==> src/hdl/pisc_pkg.sv <==
// Package of the PI speed servo controller: payload structs, register map,
// register reset values. No dependencies.
package pisc_pkg;

    localparam int SPEED_W    = 16;
    localparam int POS_W      = 12;
    localparam int GAIN_W     = 10;
    localparam int RCNT_W     = 8;
    localparam int ACC_W      = 32;
    localparam int EFFORT_W   = 16;
    localparam int CFG_IDX_W  = 4;
    localparam int CFG_DATA_W = 12;

    typedef struct packed {
        logic signed [SPEED_W-1:0] target_speed;
        logic signed [SPEED_W-1:0] measured_speed;
    } t_in;

    typedef struct packed {
        logic        [POS_W-1:0]    servo_command;
        logic signed [EFFORT_W-1:0] integral_effort;
        logic                       in_deadband;
    } t_out;

    typedef struct packed {
        logic [GAIN_W-1:0] prop_gain;
        logic [GAIN_W-1:0] int_gain;
        logic [RCNT_W-1:0] integral_reset_count;
        logic [POS_W-1:0]  neutral_pos;
        logic [POS_W-1:0]  first_forward_pos;
        logic [POS_W-1:0]  first_reverse_pos;
        logic [POS_W-1:0]  full_forward_pos;
        logic [POS_W-1:0]  full_reverse_pos;
    } t_cfg;

    typedef enum logic [CFG_IDX_W-1:0] {
        REG_PROP_GAIN      = 4'd0,
        REG_INT_GAIN       = 4'd1,
        REG_INT_RESET_CNT  = 4'd2,
        REG_NEUTRAL_POS    = 4'd3,
        REG_FIRST_FWD_POS  = 4'd4,
        REG_FIRST_REV_POS  = 4'd5,
        REG_FULL_FWD_POS   = 4'd6,
        REG_FULL_REV_POS   = 4'd7
    } t_cfg_idx;

    localparam t_cfg CFG_RESET = '{
        prop_gain:            10'd70,
        int_gain:             10'd5,
        integral_reset_count: 8'd20,
        neutral_pos:          12'd256,
        first_forward_pos:    12'd277,
        first_reverse_pos:    12'd256,
        full_forward_pos:     12'd315,
        full_reverse_pos:     12'd230
    };

endpackage

==> src/hdl/pisc_cfg_regs.sv <==
// Configuration register file of the PI speed servo controller.
// Depends on pisc_pkg for the register map and reset values.
module pisc_cfg_regs
    import pisc_pkg::*;
(
    input  logic                  i_clk,
    input  logic                  i_rst_n,
    input  logic                  i_wr_en,
    input  logic [CFG_IDX_W-1:0]  i_wr_idx,
    input  logic [CFG_DATA_W-1:0] i_wr_data,
    output t_cfg                  o_cfg
);

    t_cfg r_cfg;
    t_cfg n_cfg;

    always_comb begin
        n_cfg = r_cfg;
        if (i_wr_en) begin
            case (t_cfg_idx'(i_wr_idx))
                REG_PROP_GAIN:     n_cfg.prop_gain            = i_wr_data[GAIN_W-1:0];
                REG_INT_GAIN:      n_cfg.int_gain             = i_wr_data[GAIN_W-1:0];
                REG_INT_RESET_CNT: n_cfg.integral_reset_count = i_wr_data[RCNT_W-1:0];
                REG_NEUTRAL_POS:   n_cfg.neutral_pos          = i_wr_data[POS_W-1:0];
                REG_FIRST_FWD_POS: n_cfg.first_forward_pos    = i_wr_data[POS_W-1:0];
                REG_FIRST_REV_POS: n_cfg.first_reverse_pos    = i_wr_data[POS_W-1:0];
                REG_FULL_FWD_POS:  n_cfg.full_forward_pos     = i_wr_data[POS_W-1:0];
                REG_FULL_REV_POS:  n_cfg.full_reverse_pos     = i_wr_data[POS_W-1:0];
                default:           n_cfg = r_cfg;
            endcase
        end
    end

    always_ff @(posedge i_clk) begin
        if (!i_rst_n) begin
            r_cfg <= CFG_RESET;
        end else begin
            r_cfg <= n_cfg;
        end
    end

    assign o_cfg = r_cfg;

endmodule

==> src/hdl/pi_speed_servo_controller_core.sv <==
// PI speed servo controller: top level with the pipelined datapath.
// Depends on pisc_pkg and pisc_cfg_regs.
//
// Input channel: i_valid / o_stall carry one t_in (target and measured speed,
// signed fixed point with FRAC_BITS fraction bits). Output channel:
// o_valid / i_stall carry one t_out per input item (servo command, saturated
// integral effort, deadband flag). A transfer happens on a rising edge with
// valid high and stall low.
// From input transfer to o_valid an item passes the input register, error
// and accumulator update, the two gain multiplies, effort saturation, then
// command sum and clamp into the output register. One item per cycle is
// sustained while the output is not stalled; the accumulator add-and-saturate
// and the call counter are the only loops, each closing within one stage.
// Every stage holds a valid bit and loads when it is empty or its successor
// moves, so bubbles collapse and new items keep entering while a result sits
// in the output register under stall. o_stall rises only once every stage is
// full and the output is stalled.
// Configuration: i_cfg_valid / o_cfg_ready (always ready); the user writes only
// while idle, which the block does not enforce. Synchronous reset clears the
// pipeline, accumulator, call counter and restores the register reset values.
module pi_speed_servo_controller_core
    import pisc_pkg::*;
#(
    parameter int FRAC_BITS = 12
) (
    input  logic                  i_clk,
    input  logic                  i_rst_n,
    input  logic                  i_valid,
    output logic                  o_stall,
    input  t_in                   i_data,
    output logic                  o_valid,
    input  logic                  i_stall,
    output t_out                  o_data,
    input  logic                  i_cfg_valid,
    output logic                  o_cfg_ready,
    input  logic [CFG_IDX_W-1:0]  i_cfg_index,
    input  logic [CFG_DATA_W-1:0] i_cfg_data
);

    localparam int ONE_Q       = 1 << FRAC_BITS;
    localparam int DIR_THRESH  = ONE_Q / 20;
    localparam int DEAD_THRESH = ONE_Q / 100;
    localparam int ERR_W       = SPEED_W + 1;
    localparam int GAIN_SW     = GAIN_W + 1;
    localparam int PROD_I_W    = ACC_W + GAIN_SW;
    localparam int EFF_W       = PROD_I_W - FRAC_BITS;
    localparam int PROD_P_W    = ERR_W + GAIN_SW;
    localparam int BASE_W      = EFFORT_W + 2;
    localparam int SUM_W       = ((BASE_W + FRAC_BITS) > PROD_P_W ?
                                  (BASE_W + FRAC_BITS) : PROD_P_W) + 1;
    localparam int CMD_W       = SUM_W - FRAC_BITS;
    localparam int EFF_MAX     = (1 << (EFFORT_W - 1)) - 1;
    localparam int EFF_MIN     = -(1 << (EFFORT_W - 1));

    t_cfg w_cfg;

    assign o_cfg_ready = 1'b1;

    pisc_cfg_regs u_cfg (
        .i_clk     (i_clk),
        .i_rst_n   (i_rst_n),
        .i_wr_en   (i_cfg_valid),
        .i_wr_idx  (i_cfg_index),
        .i_wr_data (i_cfg_data),
        .o_cfg     (w_cfg)
    );

    // ---------------- flow control ----------------
    logic r_v0, r_v1, r_v2, r_v3, r_out_v;
    logic w_en0, w_en1, w_en2, w_en3, w_en_out;

    assign w_en_out = !r_out_v || !i_stall;
    assign w_en3    = !r_v3 || w_en_out;
    assign w_en2    = !r_v2 || w_en3;
    assign w_en1    = !r_v1 || w_en2;
    assign w_en0    = !r_v0 || w_en1;
    assign o_stall  = !w_en0;

    always_ff @(posedge i_clk) begin
        if (!i_rst_n) begin
            r_v0    <= 1'b0;
            r_v1    <= 1'b0;
            r_v2    <= 1'b0;
            r_v3    <= 1'b0;
            r_out_v <= 1'b0;
        end else begin
            if (w_en0)    r_v0    <= i_valid;
            if (w_en1)    r_v1    <= r_v0;
            if (w_en2)    r_v2    <= r_v1;
            if (w_en3)    r_v3    <= r_v2;
            if (w_en_out) r_out_v <= r_v3;
        end
    end

    // ---------------- stage 0: input register ----------------
    t_in r_s0;

    always_ff @(posedge i_clk) begin
        if (w_en0) begin
            r_s0 <= i_data;
        end
    end

    // ---------------- stage 1: error, accumulator, direction ----------------
    logic signed [ERR_W-1:0] w_err;
    logic signed [ACC_W:0]   w_acc_sum;
    logic signed [ACC_W-1:0] w_acc_sat;
    logic [RCNT_W:0]         w_cnt_inc;
    logic                    w_expire;
    logic [POS_W-1:0]        w_start;
    logic                    w_dead;

    logic signed [ACC_W-1:0] r_acc;
    logic [RCNT_W-1:0]       r_cnt;
    logic signed [ACC_W-1:0] r_s1_acc;
    logic signed [ERR_W-1:0] r_s1_err;
    logic [POS_W-1:0]        r_s1_start;
    logic                    r_s1_dead;

    always_comb begin
        w_err     = ERR_W'(r_s0.target_speed) - ERR_W'(r_s0.measured_speed);
        w_acc_sum = (ACC_W+1)'(r_acc) + (ACC_W+1)'(w_err);
        // overflow shows as a mismatch of the two top bits
        if (w_acc_sum[ACC_W] != w_acc_sum[ACC_W-1]) begin
            w_acc_sat = w_acc_sum[ACC_W] ? {1'b1, {(ACC_W-1){1'b0}}}
                                         : {1'b0, {(ACC_W-1){1'b1}}};
        end else begin
            w_acc_sat = w_acc_sum[ACC_W-1:0];
        end
        w_cnt_inc = {1'b0, r_cnt} + (RCNT_W+1)'(1);
        w_expire  = w_cnt_inc > {1'b0, w_cfg.integral_reset_count};
        if (r_s0.target_speed > DIR_THRESH) begin
            w_start = w_cfg.first_forward_pos;
        end else if (r_s0.target_speed < -DIR_THRESH) begin
            w_start = w_cfg.first_reverse_pos;
        end else begin
            w_start = w_cfg.neutral_pos;
        end
        w_dead = (w_err <= DEAD_THRESH) && (w_err >= -DEAD_THRESH);
    end

    always_ff @(posedge i_clk) begin
        if (!i_rst_n) begin
            r_acc <= '0;
            r_cnt <= '0;
        end else if (w_en1 && r_v0) begin
            r_acc <= w_expire ? '0 : w_acc_sat;
            r_cnt <= w_expire ? '0 : w_cnt_inc[RCNT_W-1:0];
        end
    end

    always_ff @(posedge i_clk) begin
        if (w_en1) begin
            r_s1_acc   <= w_acc_sat;
            r_s1_err   <= w_err;
            r_s1_start <= w_start;
            r_s1_dead  <= w_dead;
        end
    end

    // ---------------- stage 2: gain multiplies ----------------
    logic signed [PROD_I_W-1:0] r_s2_prod_i;
    logic signed [PROD_P_W-1:0] r_s2_prod_p;
    logic [POS_W-1:0]           r_s2_start;
    logic                       r_s2_dead;

    always_ff @(posedge i_clk) begin
        if (w_en2) begin
            r_s2_prod_i <= PROD_I_W'(r_s1_acc) *
                           PROD_I_W'($signed({1'b0, w_cfg.int_gain}));
            r_s2_prod_p <= PROD_P_W'(r_s1_err) *
                           PROD_P_W'($signed({1'b0, w_cfg.prop_gain}));
            r_s2_start  <= r_s1_start;
            r_s2_dead   <= r_s1_dead;
        end
    end

    // ---------------- stage 3: integral effort, round toward zero, saturate ----
    logic signed [PROD_I_W-1:0] w_prod_i_adj;
    logic signed [EFF_W-1:0]    w_eff_full;
    logic signed [EFFORT_W-1:0] w_eff_sat;

    logic signed [EFFORT_W-1:0] r_s3_eff;
    logic signed [PROD_P_W-1:0] r_s3_prod_p;
    logic [POS_W-1:0]           r_s3_start;
    logic                       r_s3_dead;

    always_comb begin
        w_prod_i_adj = r_s2_prod_i +
                       (r_s2_prod_i[PROD_I_W-1] ? PROD_I_W'(ONE_Q - 1) : '0);
        w_eff_full   = EFF_W'(w_prod_i_adj >>> FRAC_BITS);
        if (w_eff_full > EFF_MAX) begin
            w_eff_sat = EFFORT_W'(EFF_MAX);
        end else if (w_eff_full < EFF_MIN) begin
            w_eff_sat = EFFORT_W'(EFF_MIN);
        end else begin
            w_eff_sat = w_eff_full[EFFORT_W-1:0];
        end
    end

    always_ff @(posedge i_clk) begin
        if (w_en3) begin
            r_s3_eff    <= w_eff_sat;
            r_s3_prod_p <= r_s2_prod_p;
            r_s3_start  <= r_s2_start;
            r_s3_dead   <= r_s2_dead;
        end
    end

    // ---------------- stage 4: command sum, clamp, deadband ----------------
    logic signed [BASE_W-1:0] w_base;
    logic signed [SUM_W-1:0]  w_sum;
    logic signed [SUM_W-1:0]  w_sum_adj;
    logic signed [CMD_W-1:0]  w_cmd;
    logic signed [CMD_W-1:0]  w_ffwd;
    logic signed [CMD_W-1:0]  w_frev;
    logic [POS_W-1:0]         w_cmd_clamp;
    t_out                     n_out;
    t_out                     r_out;

    always_comb begin
        w_base    = BASE_W'(r_s3_eff) + BASE_W'($signed({1'b0, r_s3_start}));
        w_sum     = (SUM_W'(w_base) <<< FRAC_BITS) + SUM_W'(r_s3_prod_p);
        w_sum_adj = w_sum + (w_sum[SUM_W-1] ? SUM_W'(ONE_Q - 1) : '0);
        w_cmd     = CMD_W'(w_sum_adj >>> FRAC_BITS);
        w_ffwd    = CMD_W'($signed({1'b0, w_cfg.full_forward_pos}));
        w_frev    = CMD_W'($signed({1'b0, w_cfg.full_reverse_pos}));
        // upper limit wins when the limits are crossed
        if (w_cmd > w_ffwd) begin
            w_cmd_clamp = w_cfg.full_forward_pos;
        end else if (w_cmd < w_frev) begin
            w_cmd_clamp = w_cfg.full_reverse_pos;
        end else begin
            w_cmd_clamp = w_cmd[POS_W-1:0];
        end
        n_out.servo_command   = r_s3_dead ? w_cfg.neutral_pos : w_cmd_clamp;
        n_out.integral_effort = r_s3_eff;
        n_out.in_deadband     = r_s3_dead;
    end

    always_ff @(posedge i_clk) begin
        if (w_en_out) begin
            r_out <= n_out;
        end
    end

    assign o_valid = r_out_v;
    assign o_data  = r_out;

endmodule

==> config.mk <==
export PLATFORM = sky130hd
export DESIGN_NAME = pi_speed_servo_controller_core
export DESIGN_NICKNAME = d
export VERILOG_FILES = /design/src/hdl/pisc_pkg.sv /design/src/hdl/pisc_cfg_regs.sv /design/src/hdl/pi_speed_servo_controller_core.sv
export SDC_FILE = /design/constraint.sdc
export NUM_CORES = 2
export LEC_CHECK = 0
export BUFFER_PORTS_ARGS = -buffer_cell sky130_fd_sc_hd__clkbuf_2
export CORE_ASPECT_RATIO = 1.5
export CORE_MARGIN = 4
export CORE_UTILIZATION = 55
export CTS_CLUSTER_SIZE = 10
export DETAILED_ROUTE_END_ITERATION = 8
export PLACE_DENSITY = 0.74
export SYNTH_ARGS = -nofsm -noshare
export SYNTH_HDL_FRONTEND = slang
export SYNTH_HIERARCHICAL = 1
export SYNTH_SLANG_ARGS = --single-unit
==> constraint.sdc <==
create_clock -name i_clk -period 8.21 [get_ports i_clk]
set_input_delay 0.821 -clock i_clk [delete_from_list [all_inputs] [get_ports i_clk]]
set_output_delay 0.821 -clock i_clk [all_outputs]
set_load 0.02 [all_outputs]
==> summary.txt <==
Slowest CP cell -> edfxtp_1
CP most frequent cell -> o21ai_2
WL final -> 90500 µm
Relative max-transition margin -> 32.3%
Area Growth Syn to Fin -> 10.3%
Pleak -> 18.5 nW
Fin Hold WS -> 391 ps
Antenna Nets Post-Route -> 0
Overall routing resource usage -> 25.7%
DR WL/cell -> 18.9 µm
WP buf/inv -> 8
Die Width -> 220 µm
CP delay by family, top -> compound AO/OA/AOI/OAI gates
Number of port buffers -> 83
Peak supply drop -> 386 µV
Proportion of power drawn by flip-flops and latches -> 21.3%
Clock slew at reported path FFs -> 60 ps
GRT met2 Usage -> 46.5%
H-tree depth -> 2
GPL Wtd Cong -> 0.950
GRT busiest layer -> met2
Minimum clock period -> 8130 ps
Post-synth design cell area -> 36900 µm²
Worst r2r src -> r_s3_eff[0]$_SDFFCE_PN1P_
IO Pins -> 85
Met3 Track Usage GR -> 3.32%
Fin crit share -> 99.1%
Pint -> 9.24 mW
Worst hold path startpoint -> i_data[26]
Die height -> 325 µm
Grt ovf -> 0
NumNets Final -> 4638
CP Depth -> 44
Vias in the first global route -> 27900
CTS Buf Count -> 48
Worst path arrival time -> 8500 ps
EDFF count, synth -> 264
Antenna violations before repair -> 2
Syn Inst Count -> 3726
Met1 Use GR -> 29.5%
FMAX -> 0.123 GHz
Slew of the pin with the lowest slew margin -> 1010 ps
Switch Pwr -> 7.65 mW
TritonCTS Sinks -> 397
Avg Cell Area, Syn -> 9.92 µm²
Vias per std cell -> 5.61
Seq cells post-synth -> 397
Die ar. -> 71500 µm²
CTS tree -> yes
Clock Skews -> 28.8 ps
Final setup violation count -> 0
CP endpoint kind -> register
First-pass GRT wire length -> 145000 µm
Clk buf depth -> 3
Rows -> 116
Yosys top cell area share -> 23.3%
Leading cell type in the layout, fill and taps excluded -> inv_1
Crit path launch type -> register
RSZ-0062 raised after global routing -> true
Synth area leader -> fa_1
Pins Over Slew Limit -> 0
Fillers -> 5542
Core Area -> 66600 µm²
R2R depth -> 44
Clock Latency Late Sink -> 610 ps
Pin count of the biggest net entering global routing -> 68
Via count -> 26900
Slowest stage delay, CP -> 360 ps
CP Launch Point -> r_s3_eff[0]$_SDFFCE_PN1P_
Total power -> 16.9 mW
Pwr per Cell Area -> 414 nW/µm²
Final HPWL DP -> 71400 µm
Most frequent cells in the layout -> 528 x inv_1, 429 x fa_1, 427 x nand2_1
Net Count, Synth -> 4497
DR DRC count -> 0
Clk network pwr share -> 11.7%
Distinct cell type count after synthesis -> 95
Gate power share -> 67.0%
Clock root cell -> clkbuf_16
Net Sw Frac -> 45.3%
Status -> finished clean
Max FO, Critical Path -> 6
Diode count -> 0
Initial core utilization -> 55.5%
Worst hold-check path type -> input pin to register
Worst Path Required -> 8570 ps
DR iter-0 viols -> 1446
# hold bufs at CTS -> 0
Max Cap Viol -> 0
Share of cells above drive strength 1 -> 9.73%
Yosys Warn Count -> 6
Hold Path Depth -> 1
1st-pass router iterations -> 5
Top post-synthesis cells by area -> fa_1 23%, edfxtp_1 21%, ha_1 9.8%, dfxtp_1 7.2%, inv_1 5.4%
Post-synthesis sequential area ratio -> 28.7%
Category of the critical setup timing path -> register to register
Top FF cell, synth -> edfxtp_1
Final hold violations -> 0
Post-synth ARST share -> 0%
-- cells in the mapped netlist (6+ instances only) --
| cell | number |
|---|---|
| inv_1 | 532 |
| fa_1 | 430 |
| nand2_1 | 429 |
| ha_1 | 288 |
| and2_1 | 285 |
| edfxtp_1 | 264 |
| nor2_1 | 163 |
| dfxtp_1 | 133 |
| o21ai_0 | 129 |
| xnor2_1 | 110 |
| clkbuf_1 | 108 |
| a21oi_1 | 105 |
| mux2i_1 | 65 |
| a21o_1 | 61 |
| nand3_1 | 60 |
| xor2_1 | 46 |
| o211ai_1 | 41 |
| nor3_1 | 39 |
| nor2b_1 | 31 |
| o21a_1 | 29 |
| nand4_1 | 25 |
| o21ai_1 | 25 |
| nand2b_1 | 23 |
| and3_1 | 19 |
| a211oi_1 | 15 |
| maj3_1 | 14 |
| a31oi_1 | 13 |
| o22ai_1 | 13 |
| o21bai_1 | 12 |
| buf_1 | 11 |
| buf_2 | 11 |
| o2111ai_1 | 11 |
| a21boi_0 | 10 |
| a22oi_1 | 10 |
| nor4_1 | 10 |
| o31ai_1 | 10 |
| nand3b_1 | 8 |
| a31o_2 | 7 |
| or2_2 | 7 |
| or3_1 | 7 |
| and4_1 | 6 |
| buf_4 | 6 |
| o2111a_1 | 6 |
-- worst paths after layout --
kind / to / slack, ps
max reg2reg: o_data[19]$_DFFE_PP_ / 80
min: r_s0[26]$_DFFE_PN_ / 390
max: o_data[19]$_DFFE_PP_ / 80
min reg2reg: r_s3_start[2]$_DFFE_PP_ / 410
-- cell families after synthesis --
kind of cell,Yosys count,synth area share [%]
multiplexers,65,1.76
flip-flops,397,28.7
other,1,0.0101
XOR/XNOR,157,3.74
AND/OR/NAND/NOR,1140,15.3
AO/OA/AOI/OAI,562,10.1
adder cells (fa/ha/maj),732,33.4
buffers and inverters,672,7.02
-- power by group through the flow --
stage	Combinational, mW	Sequential, mW	Clock, mW
floorplan	7.26	3.26	0
global placement	10.2	3.60	0
detailed placement	10.4	3.61	0
CTS	10.6	3.57	2.02
global route	12.6	3.65	2.11
finish	11.3	3.59	1.98
-- layer usage --
| metal | wire [µm] | vias up | part of all wire (%) |
|---|---|---|---|
| li1 | - | 12600 | - |
| met1 | 33700 | 13200 | 37 |
| met2 | 47300 | 739 | 52 |
| met3 | 4100 | 264 | 4.5 |
| met4 | 5390 | 4 | 6.0 |
| met5 | 26 | - | 0.029 |
-- stage by stage --
step / area [µm²] / worst slack, ps / TNS (ps) / cells / util [%]
2_1_floorplan: 36900 / 174 / 0 / 3726 / -
3_3_place_gp: 38700 / -639 / -6890 / 4668 / 58.2
3_5_place_dp: 38700 / -748 / -8310 / 4668 / 58.2
4_1_cts: 40300 / -9.85 / -9.85 / 4764 / 60.5
5_1_grt: 40800 / -316 / -2840 / 4789 / 61.2
6_report: 40800 / 76.7 / 0 / 4789 / 61.2
-- sequential cells by signal (all words and copies together) (netlist names), 8 cells and up --
name / cells
o_data: 29
r_s2_prod_p: 28
r_s3_prod_p: 28
r_s1_start: 12
r_s1_err: 17
r_cnt: 8
r_s3_start: 12
r_s0: 32
r_s1_acc: 32
r_s3_eff: 16
r_s2_prod_i: 43
u_cfg/o_cfg: 88
r_s2_start: 12
r_acc: 32
-- area by class of cell --
cell class,count,area [µm²],share of cell area (%)
inverter,532,2000,4.92
clock inverter,10,106,0.261
sequential,397,10600,26.0
timing repair buffer,230,1540,3.77
tap,885,1110,2.72
multi-input combinational,2658,24100,59.1
clock buffer,77,1330,3.26
-- what timing repair did --
item                                    CTS  global route
pin swaps                                15            69
resized for setup                        23            57
gates cloned                              0             1
setup buffers                             9            24
endpoints found under the setup margin   12            12
Power figures use the tool's default switching activity.
